`src/plfd_pkg.sv`:
```
// Shared types and constants for the prefixed length field decoder.
package plfd_pkg;

  // Form codes reported with each decoded length
  typedef enum logic [1:0] {
    FORM_6BIT  = 2'd0,
    FORM_14BIT = 2'd1,
    FORM_32BIT = 2'd2,
    FORM_FIXED = 2'd3
  } plfd_form_e;

  // Two-bit prefix codes of the first byte in version 1
  localparam logic [1:0] PFX_6BIT  = 2'b00;
  localparam logic [1:0] PFX_14BIT = 2'b01;

  // Format versions
  localparam logic VER_FIXED    = 1'b0;
  localparam logic VER_PREFIXED = 1'b1;

  localparam logic [5:0] LOW6_MASK = 6'h3F;

  // Byte counts still needed after a first byte
  localparam logic [2:0] LEFT_FIXED = 3'd3;
  localparam logic [2:0] LEFT_14BIT = 3'd1;
  localparam logic [2:0] LEFT_32BIT = 3'd4;

  // One decode result between the step logic and the output register
  typedef struct packed {
    logic        valid;
    logic [31:0] length_value;
    plfd_form_e  field_form;
  } plfd_result_t;

endpackage

```
`src/plfd_in_if.sv`:
```
// Input and output channel interfaces of the prefixed length field decoder.
interface plfd_in_if;
  logic       valid;
  logic       ready;
  logic [7:0] data_byte;

  modport source (output valid, output data_byte, input ready);
  modport sink (input valid, input data_byte, output ready);
endinterface

interface plfd_out_if;
  logic        valid;
  logic        ready;
  logic [31:0] length_value;
  logic [1:0]  field_form;

  modport source (output valid, output length_value, output field_form, input ready);
  modport sink (input valid, input length_value, input field_form, output ready);
endinterface

```
`src/plfd_decode.sv`:
```
// Field decode state and one-byte step logic.
module plfd_decode (
  input  logic                  clk_i,
  input  logic                  rst_ni,
  input  logic                  step_i,
  input  logic [7:0]            byte_i,
  input  logic                  version_i,
  output plfd_pkg::plfd_result_t result_o
);

  plfd_pkg::plfd_form_e mode_q, mode_d;
  logic [2:0]           left_q, left_d;
  logic [31:0]          part_q, part_d;
  logic [31:0]          shifted;

  assign shifted = {part_q[23:0], byte_i};

  // Next state and result for the byte at hand
  always_comb begin
    mode_d   = mode_q;
    left_d   = left_q;
    part_d   = part_q;
    result_o = '{valid: 1'b0, length_value: shifted, field_form: mode_q};
    if (left_q == 3'd0) begin
      if (version_i == plfd_pkg::VER_FIXED) begin
        mode_d = plfd_pkg::FORM_FIXED;
        part_d = {24'd0, byte_i};
        left_d = plfd_pkg::LEFT_FIXED;
      end else begin
        unique case (byte_i[7:6])
          plfd_pkg::PFX_6BIT: begin
            result_o.valid        = 1'b1;
            result_o.length_value = {26'd0, byte_i[5:0] & plfd_pkg::LOW6_MASK};
            result_o.field_form   = plfd_pkg::FORM_6BIT;
            mode_d                = plfd_pkg::FORM_6BIT;
            part_d                = '0;
          end
          plfd_pkg::PFX_14BIT: begin
            mode_d = plfd_pkg::FORM_14BIT;
            part_d = {26'd0, byte_i[5:0] & plfd_pkg::LOW6_MASK};
            left_d = plfd_pkg::LEFT_14BIT;
          end
          default: begin
            // prefixes 10 and 11 both mean four more bytes
            mode_d = plfd_pkg::FORM_32BIT;
            part_d = '0;
            left_d = plfd_pkg::LEFT_32BIT;
          end
        endcase
      end
    end else begin
      left_d = left_q - 3'd1;
      part_d = shifted;
      if (left_d == 3'd0) begin
        result_o.valid = 1'b1;
        mode_d         = plfd_pkg::FORM_6BIT;
        part_d         = '0;
      end
    end
    if (!step_i) begin
      result_o.valid = 1'b0;
    end
  end

  // Decode state, updated once per consumed byte
  always_ff @(posedge clk_i or negedge rst_ni) begin
    if (!rst_ni) begin
      mode_q <= plfd_pkg::FORM_6BIT;
      left_q <= 3'd0;
      part_q <= '0;
    end else if (step_i) begin
      mode_q <= mode_d;
      left_q <= left_d;
      part_q <= part_d;
    end
  end

  // never more than four bytes outstanding
  a_left_range: assert property (@(posedge clk_i) disable iff (!rst_ni)
    left_q <= plfd_pkg::LEFT_32BIT)
    else $error("bytes left out of range");

  // a fixed word never waits for more than three bytes
  a_fixed_left: assert property (@(posedge clk_i) disable iff (!rst_ni)
    (mode_q == plfd_pkg::FORM_FIXED) |-> (left_q <= plfd_pkg::LEFT_FIXED))
    else $error("fixed word with too many bytes left");

  // a completed field returns the decoder to waiting for a first byte
  a_done_idle: assert property (@(posedge clk_i) disable iff (!rst_ni)
    result_o.valid |=> (left_q == 3'd0 && part_q == 32'd0))
    else $error("decoder not idle after a result");

endmodule

```
`src/prefixed_length_field_decoder.sv`:
```
// Top level of the prefixed length field decoder: input, config and result registers.
// Result path: a byte that completes a field drives its result on the output after it
// has passed the input register, then the result register.
// Throughput: one byte per cycle; the decode step is a single pass over the
// input register, so a byte enters every cycle the result register can move.
// Reset: asynchronous active low; clears decode state and valid flags, sets version 1.
module prefixed_length_field_decoder (
  input  logic        clk_i,
  input  logic        rst_ni,
  input  logic        cfg_we_i,
  input  logic        cfg_wdata_i,
  plfd_in_if.sink     in_i,
  plfd_out_if.source  out_o
);

  logic                   version_q;
  logic                   s1_valid_q;
  logic [7:0]             s1_byte_q;
  logic                   out_valid_q;
  logic [31:0]            out_len_q;
  plfd_pkg::plfd_form_e   out_form_q;
  logic                   out_free;
  logic                   s1_step;
  plfd_pkg::plfd_result_t step_res;

  // Output register can take a new result when empty or draining
  assign out_free   = !out_valid_q || out_o.ready;
  assign s1_step    = s1_valid_q && out_free;
  assign in_i.ready = !s1_valid_q || out_free;

  // Configuration register
  always_ff @(posedge clk_i or negedge rst_ni) begin
    if (!rst_ni) begin
      version_q <= plfd_pkg::VER_PREFIXED;
    end else if (cfg_we_i) begin
      version_q <= cfg_wdata_i;
    end
  end

  // Input register control
  always_ff @(posedge clk_i or negedge rst_ni) begin
    if (!rst_ni) begin
      s1_valid_q <= 1'b0;
    end else if (in_i.ready) begin
      s1_valid_q <= in_i.valid;
    end
  end

  // Input register payload
  always_ff @(posedge clk_i) begin
    if (in_i.valid && in_i.ready) begin
      s1_byte_q <= in_i.data_byte;
    end
  end

  plfd_decode u_decode (
    .clk_i     (clk_i),
    .rst_ni    (rst_ni),
    .step_i    (s1_step),
    .byte_i    (s1_byte_q),
    .version_i (version_q),
    .result_o  (step_res)
  );

  // Result register control
  always_ff @(posedge clk_i or negedge rst_ni) begin
    if (!rst_ni) begin
      out_valid_q <= 1'b0;
    end else if (out_free) begin
      out_valid_q <= step_res.valid;
    end
  end

  // Result register payload
  always_ff @(posedge clk_i) begin
    if (out_free && step_res.valid) begin
      out_len_q  <= step_res.length_value;
      out_form_q <= step_res.field_form;
    end
  end

  assign out_o.valid        = out_valid_q;
  assign out_o.length_value = out_len_q;
  assign out_o.field_form   = out_form_q;

  // a waiting result is never dropped
  a_out_hold: assert property (@(posedge clk_i) disable iff (!rst_ni)
    (out_valid_q && !out_o.ready) |=> out_valid_q)
    else $error("pending result lost");

  // a held byte is consumed whenever the result side can move
  a_s1_drain: assert property (@(posedge clk_i) disable iff (!rst_ni)
    (s1_valid_q && out_free && !in_i.valid) |=> !s1_valid_q)
    else $error("input register not drained");

  // a result only appears after a byte was stepped
  a_out_source: assert property (@(posedge clk_i) disable iff (!rst_ni)
    $rose(out_valid_q) |-> $past(s1_step))
    else $error("result without a consumed byte");

endmodule

```
`src/flat_wrapper.sv`:
```
// flat-port wrapper written by rule: the top's interface ports become plain ports
module prefixed_length_field_decoder_flat 
  (clk_i, rst_ni, cfg_we_i, cfg_wdata_i, in_i_valid, in_i_data_byte, in_i_ready, out_o_valid, out_o_length_value, out_o_field_form, out_o_ready);
  plfd_in_if in_i_i ();
  plfd_out_if out_o_i ();
  input  logic clk_i;
  input  logic rst_ni;
  input  logic cfg_we_i;
  input  logic cfg_wdata_i;
  input wire logic [$bits(in_i_i.valid)-1:0] in_i_valid;
  input wire logic [$bits(in_i_i.data_byte)-1:0] in_i_data_byte;
  output wire logic [$bits(in_i_i.ready)-1:0] in_i_ready;
  output wire logic [$bits(out_o_i.valid)-1:0] out_o_valid;
  output wire logic [$bits(out_o_i.length_value)-1:0] out_o_length_value;
  output wire logic [$bits(out_o_i.field_form)-1:0] out_o_field_form;
  input wire logic [$bits(out_o_i.ready)-1:0] out_o_ready;
  assign in_i_i.valid = in_i_valid;
  assign in_i_i.data_byte = in_i_data_byte;
  assign in_i_ready = in_i_i.ready;
  assign out_o_valid = out_o_i.valid;
  assign out_o_length_value = out_o_i.length_value;
  assign out_o_field_form = out_o_i.field_form;
  assign out_o_i.ready = out_o_ready;
  prefixed_length_field_decoder u_core (.clk_i(clk_i), .rst_ni(rst_ni), .cfg_we_i(cfg_we_i), .cfg_wdata_i(cfg_wdata_i), .in_i(in_i_i), .out_o(out_o_i));
endmodule
```
`config.mk`:
```
export PLATFORM = sky130hd
export DESIGN_NAME = prefixed_length_field_decoder_flat
export DESIGN_NICKNAME = d
export VERILOG_FILES = /design/src/plfd_pkg.sv /design/src/plfd_in_if.sv /design/src/plfd_decode.sv /design/src/prefixed_length_field_decoder.sv /design/src/flat_wrapper.sv
export SDC_FILE = /design/constraint.sdc
export NUM_CORES = 1
export LEC_CHECK = 0
export BUFFER_PORTS_ARGS = -buffer_cell sky130_fd_sc_hd__buf_2
export CAP_MARGIN = 20
export CELL_PAD_IN_SITES_DETAIL_PLACEMENT = 2
export CELL_PAD_IN_SITES_GLOBAL_PLACEMENT = 2
export CORE_MARGIN = 3
export CORE_UTILIZATION = 35
export DETAILED_ROUTE_END_ITERATION = 8
export GPL_TIMING_DRIVEN = 0
export PLACE_DENSITY_LB_ADDON = 0.1
export SYNTH_ARGS = -nofsm -noshare
export SYNTH_HDL_FRONTEND = slang
export SYNTH_SLANG_ARGS = --single-unit
```
`constraint.sdc`:
```
create_clock -name clk_i -period 3 [get_ports clk_i]
set_input_delay 0.9 -clock clk_i [delete_from_list [all_inputs] [get_ports clk_i]]
set_output_delay 0.9 -clock clk_i [all_outputs]
set_load 0.05 [all_outputs]
```
# After elaboration in Yosys (flattened, before gate mapping)
# Index checks and enable logic that the tools add are counted.
# word_totals
inputBits	14
word_cells	42
ff_bits	74
# op_classes
n_eq_ne	2
muxes	17
n_reduce_logical	13
add_sub_neg	1
# op_table
operator	n
$mux W35	2
$mux W24	2
$mux W34	1
$mux W8	1
$logic_not A3 Y1	2
$mux W2	3
$mux W3	2
$mux W6	1
$pmux W3 S2	1
$pmux W2 S2	1
$reduce_and A2 Y1	2
$logic_and A1 B1 Y1	3
$mux W1	3
$ne A3 B3 Y1 const B	1
$sub A3 B1 Y3 const B	1
$eq A2 B1 Y1 const B	1
$logic_not A1 Y1	2
$logic_not A2 Y1	1
$logic_or A1 B1 Y1	2
$reduce_bool A2 Y1	1

# Longest topological paths before layout
# logic_depth
word_depth	6
mapped_depth	7
mapped_depth_nobuf	6

# Hierarchy
# From an unflattened synthesis, not the netlist that was laid out.
# hier_totals
hier_cells	217
hier_area_um2	2977.9
# by_module_without_submodules
module	area_each_um2	cells_each	instances
plfd_decode	1571.5	164	1
prefixed_length_field_decoder	1406.3	53	1

# Worst setup path before layout
# No wires, ideal clock.
# synth_timing
kind	input to register
from	input out_o_ready
to	register u_core.out_form_q[0], in the netlist u_core.out_o.field_form[0], enable pin
path_slack_ps	514
n_path_buf	1
stages	5
arrival_ps	2097
cell_sequence	nand2b_1 > nand2_1 > buf_2 > a21o_1 > inv_1
# synth_between
elab_chain_cells	4
# synth_lines
element	line_no	text
start, declared	flat_wrapper.sv:16	input wire logic [$bits(out_o_i.ready)-1:0] out_o_ready;
$logic_or A1 B1 Y1 (*)	prefixed_length_field_decoder.sv:27	assign out_free = !out_valid_q || out_o.ready;
$logic_and A1 B1 Y1	prefixed_length_field_decoder.sv:28	assign s1_step = s1_valid_q && out_free;
$mux W1	plfd_decode.sv:60	if (!step_i) begin
$logic_and A1 B1 Y1 (*)	prefixed_length_field_decoder.sv:76	if (out_free && step_res.valid) begin
end signal, assigned	prefixed_length_field_decoder.sv:78	out_form_q <= step_res.field_form;
end, declared	prefixed_length_field_decoder.sv:21	plfd_pkg::plfd_form_e out_form_q;
# Mark *: on every way between the ends. The rest lies on a longest branch, timed or not.
# A chain may end at the register's enable or synchronous reset.

# Final worst setup path
# layout_timing
from	input out_o_ready
to	output in_i_ready
# layout_between
elab_chain_cells	2
# layout_lines
element	line_no	text
$logic_or A1 B1 Y1	prefixed_length_field_decoder.sv:27	
$logic_or A1 B1 Y1	prefixed_length_field_decoder.sv:29	assign in_i.ready = !s1_valid_q || out_free;
end, declared	flat_wrapper.sv:12	output wire logic [$bits(in_i_i.ready)-1:0] in_i_ready;
# No other way between the ends.

==> reports/metrics.cfg <==
[run_status]
status = finished clean

[logic_synthesis]
synthMuxAreaShare_pct = 0.3905
avgSynthCellArea_um2 = 12.48
ys_ff_latch = 74
synthAdderAreaFrac_pct = 1.302
yosysTopAreaCellShare_pct = 43.73
synth_top_family_by_area = simple AND/OR/NAND/NOR gates
synth_warnings = 0
synthCells = 231
synth_top_area_cell = edfxtp_1
syn-num-nets = 248
seq_area_frac_synth_pct = 71.54
synth_cell_type_count = 28
synth-xor-area-share_pct = 0
synth_area_leaders = edfxtp_1, dfrtp_1, nand2_1
synth-simple-area-share_pct = 16.01
synthesis.area_um2 = 2884
synth_compound_area_share_pct = 7.766

[critical_path]
cp-end-kind = primary output
crit_type = input port to primary output
cp.required_ps = 2100
cp-start-kind = input port
arrival_ps = 1420
cp_max_fo = 3

[clocking]
numCtsBuffers = 9
tritoncts = yes
post_cts_resized = 0
clockBufferDepth = 2
hold_buffers = 0
numClockSinks = 74
cts-root-buf = clkbuf_8
clkTransAtPathRegs_ps = 70
h-tree-depth = 3
clock_latency_ps = 350
cts_setup_buffers = 0

[pwr]
power_frac_comb_pct = 33.3
power.total_mw = 3.638
p_int_mw = 2.274
pwr-share-clk_pct = 22.9
seqPwrFrac_pct = 43.8
p_sw_mw = 1.364
power.switching_fraction_pct = 37.50
power_density_nw_per_um2 = 1033
vdd_ir_drop_max_v = 0.0003978
leakagePower_nw = 1.480

[timing]
period_needed_ps = 2315
timing.fmax_mhz = 431.9
tns_ps = 0
slew_viol_final = 0
rsz0062_at_grt = no
whs_ps = 464.9
setup_viol = 0
fin_crit_sh_pct = 77.18
hold_violations = 0
tightest_slew_ps = 767.2
fin_ws_ps = 684.7
slew_headroom_pct = 48.85
fin_skew_ps = 11.85

[drt]
drc = 0
routed_wl_mm = 6.564
viasPerCell = 4.818
ant_nets = 0
avgRoutedWirePerCell_um = 16.41
firstDrtPassIters = 4
num_vias = 1927
drt-initial-drc-count = 80

[floorplan]
die_h_um = 96.78
start_util_pct = 36.75
die_x_um = 96.78
core_um2 = 7848
rows = 32
io-pin-count = 50
dieArea_um2 = 9365

[place]
gp_congestion = 0.7519
portBuffers = 49
detailed_place_hpwl_mm = 4.641
place_inst = 384
dpl-instance-area_um2 = 3312
dp_slack_ps = 625.5

[global_routing]
grt_max_degree = 33
grt_util_all_layers_pct = 15.31
grt_pass1_wl_mm = 11.26
grt-ovfl-total = 0
grt_antenna_before_repair = 0
first_global_vias = 2200

[layout]
layout.cells.non_filler = 400
utilization_pct = 44.87
area_delta_synth_final_pct = 22.08
num-fill-cells = 820
diodes = 0
stdcell_area_um2 = 3521
drive_gt1_share_pct = 25.17
layout.nets = 310

[min_path]
hold_path_class = register to register

[job]
drv_cap = 0

cell usage after synthesis:
| cell | number |
|---|---|
| nand2_1 | 53 |
| edfxtp_1 | 42 |
| dfrtp_1 | 31 |
| and2_1 | 26 |
| o21ai_0 | 15 |
| o21ai_1 | 14 |
| buf_2 | 6 |
| inv_1 | 5 |
| a21oi_1 | 4 |
| clkbuf_1 | 4 |
| nand2b_1 | 4 |
| nor2_1 | 4 |
| ha_1 | 3 |
| nand3_1 | 3 |
| a32o_1 | 2 |
| buf_6 | 2 |
| nor2b_1 | 2 |
| a21boi_0 | 1 |
| a21boi_1 | 1 |
| a21o_1 | 1 |
| dfstp_2 | 1 |
| mux2_2 | 1 |
| nand2b_4 | 1 |
| nand3b_1 | 1 |
| nor3_1 | 1 |
| o211ai_1 | 1 |
| o2bb2ai_1 | 1 |
| or3_1 | 1 |
path summary, 6_finish.rpt:
check / cells after the start / to / startpoint / slack, ps
max in group asynchronous: 1 / u_core.u_decode.left_q[2]$_DFFE_PN0P_ / rst_ni / 1890
max reg2reg: 8 / u_core.out_o.length_value[17]$_DFFE_PP_ / u_core.u_decode.left_q[0]$_DFFE_PN0P_ / 730
min in group asynchronous: 1 / u_core.u_decode.mode_q[0]$_DFFE_PN0P_ / rst_ni / 630
max: 3 / in_i_ready / out_o_ready / 680
min reg2reg: 0 / u_core.out_o.length_value[0]$_DFFE_PP_ / u_core.s1_byte_q[0]$_DFFE_PP_ / 460
min: 0 / u_core.out_o.length_value[0]$_DFFE_PP_ / u_core.s1_byte_q[0]$_DFFE_PP_ / 460
cells in the final DEF (no fill, tap or decap), drive strengths merged:
master,netlist,layout
buf,8,59
nand2,53,53
edfxtp,42,42
dfrtp,31,31
o21ai,29,29
and2,26,26
clkbuf,4,14
inv,5,5
nand2b,5,5
nor2,4,4
a21oi,4,4
clkinv,0,4
nand3,3,3
ha,3,3
nor2b,2,2
a32o,2,2
bufinv,0,2
a21boi,2,2
or3,1,1
nor3,1,1
nand3b,1,1
a21o,1,1
o211ai,1,1
o2bb2ai,1,1
mux2,1,1
dfstp,1,1
logic make-up (layout without fill, tap and decap cells):
group / after synthesis / after routing
simple gates: 96 / 96
flops: 74 / 74
compound gates: 40 / 40
buf+inv: 17 / 84
fa+ha+maj: 3 / 3
mux: 1 / 1
power by group through the flow:
stage | Sequential [mW] | Combinational (mW) | Clock (mW)
5_1_grt | 1.64 | 1.35 | 0.895
3_5_place_dp | 1.62 | 1.23 | 0
2_1_floorplan | 1.88 | 0.566 | 0
4_1_cts | 1.60 | 1.25 | 0.857
3_3_place_gp | 1.61 | 1.14 | 0
6_report | 1.59 | 1.21 | 0.832
flip-flops by register name, summed over array words and instances (netlist names):
name and flops:
u_core.version_q 1, u_core.u_decode.left_q 3, u_core.s1_byte_q 8, u_core.out_o.valid 1
u_core.s1_valid_q 1, u_core.out_o.field_form 2, u_core.out_o.length_value 32, u_core.u_decode.mode_q 2
u_core.u_decode.part_q 24
metal layers:
| layer | up-vias | global-route usage [%] | routed length (um) | part of all wire [%] |
|---|---|---|---|---|
| met5 | - | 0 | 0 | 0 |
| met4 | 0 | 7.019 | 132 | 2.0 |
| met3 | 11 | 3.749 | 294 | 4.5 |
| met2 | 52 | 25.11 | 3318 | 51 |
| met1 | 956 | 19.08 | 2819 | 43 |
| li1 | 908 | - | - | - |
worst max-delay path, cell delays in order:
cell and delay [ps]:
buf_2 100, nand3b_1 180, buf_2 230
area by class of cell:
type / count / area [um2] / share of cell area, %
plain buffers: 12 / 67.56 / 1.919
multi-input cells: 140 / 734.5 / 20.86
inverters: 5 / 18.77 / 0.5330
flip-flops and latches: 74 / 2063 / 58.60
clock inverters: 6 / 81.33 / 2.310
repair buffers: 51 / 300.3 / 8.529
well taps: 102 / 127.6 / 3.625
clock buffers: 10 / 127.6 / 3.625
Power figures use the tool's default switching activity.
